--- config.mk ---
export PLATFORM = sky130hd
export DESIGN_NAME = rmsn_fpu
export DESIGN_NICKNAME = d
export VERILOG_FILES = /design/src/rmsn_pkg.sv /design/src/rmsn_fpu.sv
export SDC_FILE = /design/constraint.sdc
export NUM_CORES = 2
export LEC_CHECK = 0
export BUFFER_PORTS_ARGS = -buffer_cell sky130_fd_sc_hd__buf_2
export CAP_MARGIN = 0
export CORE_ASPECT_RATIO = 1.4
export CORE_UTILIZATION = 59
export DETAILED_ROUTE_END_ITERATION = 8
export MAX_ROUTING_LAYER = met4
export PLACE_DENSITY = 0.77
export SLEW_MARGIN = 20
export SYNTH_ARGS = -nofsm -noshare
export SYNTH_HDL_FRONTEND = slang
export SYNTH_SLANG_ARGS = --single-unit
--- constraint.sdc ---
create_clock -name clk -period 28.2 [get_ports clk]
set_input_delay 2.82 -clock clk [delete_from_list [all_inputs] [get_ports clk]]
set_output_delay 2.82 -clock clk [all_outputs]
set_load 0.05 [all_outputs]
--- src/rmsn_pkg.sv ---
`timescale 1ns / 1ps
// Shared types and constants for the RMS row normalizer.
// No dependencies; imported by every module of the block.
package rmsn_pkg;

  localparam int MaxRow = 64;
  localparam int RowIdxW = (MaxRow > 1) ? $clog2(MaxRow) : 1;

  localparam logic [31:0] OneBits  = 32'h3F80_0000;
  localparam logic [31:0] ZeroBits = 32'h0000_0000;
  localparam logic [31:0] QnanBits = 32'h7FC0_0000;
  localparam logic [31:0] InfBits  = 32'h7F80_0000;

  localparam logic [6:0]  RowLengthReset = 7'd64;
  localparam logic [31:0] EpsReset       = 32'h3727_C5AC;

  typedef enum logic {
    REG_ROW_LENGTH = 1'b0,
    REG_EPS        = 1'b1
  } cfg_reg_t;

  typedef enum logic [1:0] {
    OP_MUL,
    OP_ADD,
    OP_DIV,
    OP_SQRT
  } fpu_op_t;

  typedef struct packed {
    logic        start;
    fpu_op_t     op;
    logic [31:0] a;
    logic [31:0] b;
  } fpu_req_t;

  typedef struct packed {
    logic        idle;
    logic        done;
    logic [31:0] result;
  } fpu_rsp_t;

  typedef enum logic [3:0] {
    ST_IDLE,
    ST_SQUARE,
    ST_ACCUM,
    ST_MEAN,
    ST_EPS,
    ST_ROOT,
    ST_SCALE,
    ST_FETCH,
    ST_OUTMUL,
    ST_EMIT
  } step_t;

  typedef enum logic [2:0] {
    EN_IDLE,
    EN_DIV,
    EN_SQNORM,
    EN_SQRT,
    EN_NORM,
    EN_ROUND,
    EN_DONE
  } eng_t;

endpackage

--- src/rmsn_fpu.sv ---
`timescale 1ns / 1ps
// Shared float32 unit: multiply, add, bit-serial divide and square root,
// one normalizer and one round-to-nearest-even packer. Depends on rmsn_pkg.
module rmsn_fpu (
  input  logic               clk,
  input  logic               rst,
  input  rmsn_pkg::fpu_req_t req,
  output rmsn_pkg::fpu_rsp_t rsp
);
  import rmsn_pkg::*;

  typedef struct packed {
    logic        sign;
    logic [7:0]  e;
    logic [23:0] m;
    logic        zero;
    logic        inf;
    logic        nan;
  } unp_t;

  function automatic unp_t unpack(input logic [31:0] x);
    unp_t u;
    u.sign = x[31];
    u.e    = (x[30:23] == 8'd0) ? 8'd1 : x[30:23];
    u.m    = {(x[30:23] != 8'd0), x[22:0]};
    u.zero = (x[30:0] == 31'd0);
    u.inf  = (x[30:0] == InfBits[30:0]);
    u.nan  = (x[30:0] > InfBits[30:0]);
    return u;
  endfunction

  // value = sg / 2^49 * 2^(ex - 127)
  function automatic logic [31:0] round_pack(input logic sign, input logic signed [10:0] ex,
                                             input logic [49:0] sg);
    logic [25:0] ext;
    logic [25:0] sh;
    logic [25:0] mask;
    logic [10:0] amt;
    logic [4:0]  s;
    logic signed [10:0] e1;
    logic signed [10:0] e2;
    logic [24:0] m;
    logic [23:0] mf;
    logic        inc;
    ext = {sg[49:25], |sg[24:0]};
    e1  = ex;
    if (ex < 11'sd1) begin
      amt  = 11'(11'sd1 - ex);
      s    = (amt > 11'd26) ? 5'd26 : amt[4:0];
      sh   = ext >> s;
      mask = (26'd1 << s) - 26'd1;
      ext  = {sh[25:1], sh[0] | (|(ext & mask))};
      e1   = 11'sd1;
    end
    inc = ext[1] & (ext[0] | ext[2]);
    m   = {1'b0, ext[25:2]} + {24'd0, inc};
    if (m[24]) begin
      mf = m[24:1];
      e2 = e1 + 11'sd1;
    end else begin
      mf = m[23:0];
      e2 = e1;
    end
    if (e2 >= 11'sd255) begin
      return {sign, InfBits[30:0]};
    end
    return {sign, (mf[23] ? e2[7:0] : 8'd0), mf[22:0]};
  endfunction

  eng_t               state;
  eng_t               state_next;
  logic               sign;
  logic signed [10:0] exp;
  logic [49:0]        sig;
  logic [24:0]        rem;
  logic [23:0]        dvs;
  logic [5:0]         cnt;
  logic [49:0]        sv;
  logic [49:0]        sres;
  logic [49:0]        sbit;
  logic [31:0]        rbits;

  unp_t               ua;
  unp_t               ub;
  unp_t               big;
  unp_t               sml;
  logic               sx;
  logic               ld_special;
  logic [31:0]        ld_bits;
  logic               ld_sign;
  logic [49:0]        ld_sig;
  logic signed [10:0] ld_exp;
  eng_t               ld_state;
  logic [47:0]        prod;
  logic [7:0]         d;
  logic [49:0]        bigx;
  logic [49:0]        smx;
  logic [49:0]        sma;
  logic [49:0]        smsh;
  logic [49:0]        add_sum;

  logic               dv_ge;
  logic [24:0]        dv_diff;
  logic [49:0]        sq_t;
  logic               sq_ge;
  logic [49:0]        sq_v_n;
  logic [49:0]        sq_res_n;
  logic signed [10:0] sq_tmp;

  always_comb begin
    ua         = unpack(req.a);
    ub         = unpack(req.b);
    sx         = ua.sign ^ ub.sign;
    ld_special = 1'b0;
    ld_bits    = ZeroBits;
    ld_sign    = sx;
    ld_sig     = '0;
    ld_exp     = '0;
    ld_state   = EN_NORM;
    prod       = ua.m * ub.m;
    big        = (req.a[30:0] >= req.b[30:0]) ? ua : ub;
    sml        = (req.a[30:0] >= req.b[30:0]) ? ub : ua;
    d          = big.e - sml.e;
    bigx       = {1'b0, big.m, 25'd0};
    smx        = {1'b0, sml.m, 25'd0};
    smsh       = smx >> d;
    if (d >= 8'd50) begin
      sma = {49'd0, |smx};
    end else begin
      sma = {smsh[49:1], smsh[0] | (|(smx & ~({50{1'b1}} << d)))};
    end
    add_sum = (big.sign == sml.sign) ? (bigx + sma) : (bigx - sma);
    case (req.op)
      OP_MUL: begin
        if (ua.nan || ub.nan || (ua.inf && ub.zero) || (ua.zero && ub.inf)) begin
          ld_special = 1'b1;
          ld_bits    = QnanBits;
        end else if (ua.inf || ub.inf) begin
          ld_special = 1'b1;
          ld_bits    = {sx, InfBits[30:0]};
        end else if (ua.zero || ub.zero) begin
          ld_special = 1'b1;
          ld_bits    = {sx, 31'd0};
        end
        ld_sig = {prod, 2'b00};
        ld_exp = $signed(11'({3'd0, ua.e}) + 11'({3'd0, ub.e}) - 11'd126);
      end
      OP_ADD: begin
        if (ua.nan || ub.nan || (ua.inf && ub.inf && sx)) begin
          ld_special = 1'b1;
          ld_bits    = QnanBits;
        end else if (ua.inf) begin
          ld_special = 1'b1;
          ld_bits    = req.a;
        end else if (ub.inf) begin
          ld_special = 1'b1;
          ld_bits    = req.b;
        end else if (ua.zero && ub.zero) begin
          ld_special = 1'b1;
          ld_bits    = {ua.sign & ub.sign, 31'd0};
        end else if (add_sum == 50'd0) begin
          ld_special = 1'b1;
          ld_bits    = ZeroBits;
        end
        ld_sign = big.sign;
        ld_sig  = add_sum;
        ld_exp  = $signed(11'({3'd0, big.e}) + 11'd1);
      end
      OP_DIV: begin
        if (ua.nan || ub.nan || (ua.zero && ub.zero) || (ua.inf && ub.inf)) begin
          ld_special = 1'b1;
          ld_bits    = QnanBits;
        end else if (ua.inf || ub.zero) begin
          ld_special = 1'b1;
          ld_bits    = {sx, InfBits[30:0]};
        end else if (ua.zero || ub.inf) begin
          ld_special = 1'b1;
          ld_bits    = {sx, 31'd0};
        end
        ld_exp   = $signed(11'({3'd0, ua.e}) - 11'({3'd0, ub.e}) + 11'd127);
        ld_state = EN_DIV;
      end
      OP_SQRT: begin
        if (ua.nan) begin
          ld_special = 1'b1;
          ld_bits    = QnanBits;
        end else if (ua.zero) begin
          ld_special = 1'b1;
          ld_bits    = req.a;
        end else if (ua.sign) begin
          ld_special = 1'b1;
          ld_bits    = QnanBits;
        end else if (ua.inf) begin
          ld_special = 1'b1;
          ld_bits    = InfBits;
        end
        ld_sign  = 1'b0;
        ld_sig   = {ua.m, 26'd0};
        ld_exp   = $signed({3'd0, ua.e});
        ld_state = EN_SQNORM;
      end
      default: ld_special = 1'b1;
    endcase
  end

  always_comb begin
    dv_ge    = (rem >= {1'b0, dvs});
    dv_diff  = dv_ge ? (rem - {1'b0, dvs}) : rem;
    sq_t     = sres + sbit;
    sq_ge    = (sv >= sq_t);
    sq_v_n   = sq_ge ? (sv - sq_t) : sv;
    sq_res_n = sq_ge ? ((sres >> 1) + sbit) : (sres >> 1);
    sq_tmp   = exp - 11'sd150 - (exp[0] ? 11'sd25 : 11'sd26);
  end

  always_comb begin
    state_next = state;
    unique case (state)
      EN_IDLE:   if (req.start) state_next = ld_special ? EN_DONE : ld_state;
      EN_DIV:    if (cnt == 6'd0) state_next = EN_NORM;
      EN_SQNORM: if (sig[49]) state_next = EN_SQRT;
      EN_SQRT:   if (cnt == 6'd0) state_next = EN_ROUND;
      EN_NORM:   if (sig[49]) state_next = EN_ROUND;
      EN_ROUND:  state_next = EN_DONE;
      EN_DONE:   state_next = EN_IDLE;
      default:   state_next = EN_IDLE;
    endcase
  end

  always_comb begin
    rsp.idle   = (state == EN_IDLE);
    rsp.done   = (state == EN_DONE);
    rsp.result = rbits;
  end

  always_ff @(posedge clk) begin
    if (rst) begin
      state <= EN_IDLE;
    end else begin
      state <= state_next;
    end
  end

  always_ff @(posedge clk) begin
    case (state)
      EN_IDLE: begin
        if (req.start) begin
          sign  <= ld_sign;
          exp   <= ld_exp;
          sig   <= (req.op == OP_DIV) ? 50'd0 : ld_sig;
          rem   <= {1'b0, ua.m};
          dvs   <= ub.m;
          cnt   <= 6'd48;
          rbits <= ld_bits;
        end
      end
      EN_DIV: begin
        if (cnt == 6'd0) begin
          sig <= {sig[47:0], dv_ge, |dv_diff};
        end else begin
          sig <= {sig[48:0], dv_ge};
        end
        rem <= {dv_diff[23:0], 1'b0};
        cnt <= cnt - 6'd1;
      end
      EN_SQNORM: begin
        if (sig[49]) begin
          sv   <= exp[0] ? {1'b0, sig[49:26], 25'd0} : {sig[49:26], 26'd0};
          sres <= '0;
          sbit <= 50'd1 << 48;
          cnt  <= 6'd24;
          exp  <= 11'sd151 + (sq_tmp >>> 1);
        end else begin
          sig <= {sig[48:0], 1'b0};
          exp <= exp - 11'sd1;
        end
      end
      EN_SQRT: begin
        sv   <= sq_v_n;
        sres <= sq_res_n;
        sbit <= sbit >> 2;
        cnt  <= cnt - 6'd1;
        if (cnt == 6'd0) begin
          sig <= {sq_res_n[24:0], |sq_v_n, 24'd0};
        end
      end
      EN_NORM: begin
        if (!sig[49]) begin
          sig <= {sig[48:0], 1'b0};
          exp <= exp - 11'sd1;
        end
      end
      EN_ROUND: rbits <= round_pack(sign, exp, sig);
      default: ;
    endcase
  end

endmodule

==> flow_summary.ini <==
[route]
routed_wl_microns = 216000
first_pass_iters = 9
num_vias = 51400
drt-vias-per-instance = 6.75
post-route-drc-count = 0
drt_iter0_markers = 5609
ant_nets = 0
wire_per_inst_microns = 28.4

[clock_network]
cts-root-buf = clkbuf_16
clockBufferDepth = 3
clk_latency_ns = 0.67
cts_tree = yes
cts_buffers = 30
cts_setup_buffers = 0
cts.repair.resized = 0
htreeDepth = 1
ctsHoldBuffers = 0
cts_sinks = 277
clk_pin_slew_ns = 0.07

[sta]
drv_slew = 0
finalSetupViolations = 0
max_freq_mhz = 72.0
period_needed_ns = 13.90
tightest_slew_ns = 1.23
tns_ns = 0
hold_viol_final = 0
rsz0062_at_grt = false
timing.hold.ws_ns = 0.614
max_slew_margin_pct = 18.2
period_share_pct = 49.3
clock_skew_ns = 0.0485

[floorplanning]
num_io_pins = 103
die_w_microns = 256
start_util_pct = 59.5
core.rowCount = 130
fp.dieArea_sq_mm = 0.0916
dieHeight_microns = 358
coreArea_sq_mm = 0.0896

[status]
status = complete, no violations

[logic_synthesis]
synthFlopType = edfxtp_1
synth_area_leaders = fa_1 (18%), edfxtp_1 (15%), ha_1 (11%), nand2_1 (6.4%), inv_1 (5.1%)
syn-num-nets = 7561
synth_top_cell_by_area = fa_1
ys_async_sr_fraction_pct = 0
yosysSeqAreaShare_pct = 15.5
syn_area_sq_mm = 0.0533
syn_inst = 6550
yosysWarnings = 0
synth_seq_cells = 277
syn-mean-instance-area_sq_um = 8.14
synth_edf_count = 274
synth_cell_types = 110
synth_top_area_share_pct = 18.4

[grt]
grt_max_degree = 70
grt_pass1_vias = 51200
antenna_found_initial = 10
grt.total_usage_pct = 48.3
overflow = 0
grt_first_pass_wirelength_microns = 320000

[critical_path]
worst_path_max_delay_cell = nor4_1
critPathMaxFanout = 60
worst_ep_arrival_time_ns = 14.46
timing.rr.start = sres[2]
cp-startpoint = req[18]
required_ns = 28.76
cp-start-kind = primary input
path_class = in2reg
crit_path_max_incr_delay_ns = 0.71
worstSetupEndpointType = flip-flop

[placement]
gp_congestion = 1.12
dp_hpwl_microns = 167000
io_buffers = 102

[job]
maxCapViolations = 0

[cells_and_area]
mostFrequentLayoutCells = nand2_1 (900), inv_1 (722), fa_1 (488)
nFillCells = 7821
syn_to_final_growth_pct = 4.63
seq_area_sq_mm = 0.00829
fin_nets = 7408
final_common_cell = nand2_1
multiInputGateArea_sq_mm = 0.0409
final_layout_size_suffix_gt1_share_pct = 7.04

[hold_path]
hold_class = reg2reg
min-delay-start = sig[15]
## synth_stat cells (all sizes together), types with 16 or more instances
master,count
nor2,492
nand3,122
a211o,20
a21oi,344
nor4,70
o22ai,17
or2,20
a22oi,41
o31ai,32
or3,34
a2111oi,16
o21ai,337
mux2i,120
o221ai,26
o21a,43
a221oi,37
a31o,27
ha,453
and2,171
o21bai,51
edfxtp,274
nand4,71
mux2,41
nor2b,50
nand2b,47
a31oi,93
nand2,908
nor3,126
a21boi,19
clkbuf,328
xor2,124
and3,56
fa,489
buf,75
a211oi,85
xnor2,181
a21o,89
mux4,37
o211ai,46
inv,725
## per-layer routing
layer,up-vias,track usage [%],wire length (microns)
met5,-,-,0
met1,24800,51.3,72000
met3,1189,8.23,19000
li1,22400,-,-
met4,0,45.7,25500
met2,3107,76.6,99500
## critical path: cells and delay by family
family / cells / cell delay, ns
adders and majority gates: 5 / 1.71
AOI/OAI and AO/OA: 18 / 3.74
xor gates and xnor gates: 1 / 0.23
buffers and inverters: 9 / 2.34
and+or+nand+nor: 13 / 3.50
## flip-flops by register name (all words and copies together), names as in the netlist
register  count
sv           50
sig          50
dvs          24
cnt           6
sbit         25
exp          11
rem          25
state         3
sres         50
rbits        32
sign          1
## area by class of cell
class                           instances  area share [%]
Multi-Input combinational cell       5141            73.2
Sequential cell                       277            14.9
Inverter                              729            4.90
Tap cell                             1188            2.66
Timing Repair Buffer                  218            2.48
Clock buffer                           35            1.38
Clock inverter                         20           0.439
Antenna cell                           10          0.0448
## path summary, 6_finish.rpt
check,end,cells after the start,slack (ns)
max reg2reg,sig[24],34,18.20
min,sig[17],1,0.61
min reg2reg,sig[17],1,0.61
max,state[1],46,14.30
## cells by family after synthesis
family | synth area share, %
AOI/OAI and AO/OA | 18.1
xor gates and xnor gates | 5.05
adders and majority gates | 29.0
buffers and inverters | 8.21
DFF | 15.5
muxes | 4.68
and+or+nand+nor | 19.4
## through the flow
stage	area [sq um]	instances	utilization [%]	worst slack [ns]
global placement	54700	7553	61.1	14.23
finish	55800	7618	62.3	14.30
detailed placement	54700	7553	61.1	14.19
floorplan	53300	6550	-	15.43
global route	55800	7617	62.3	13.94
CTS	55800	7608	62.2	14.78
Power is left out: the tool's default activity adds up to more than one toggle a clock period on the data nets, which glitch-free logic cannot reach.
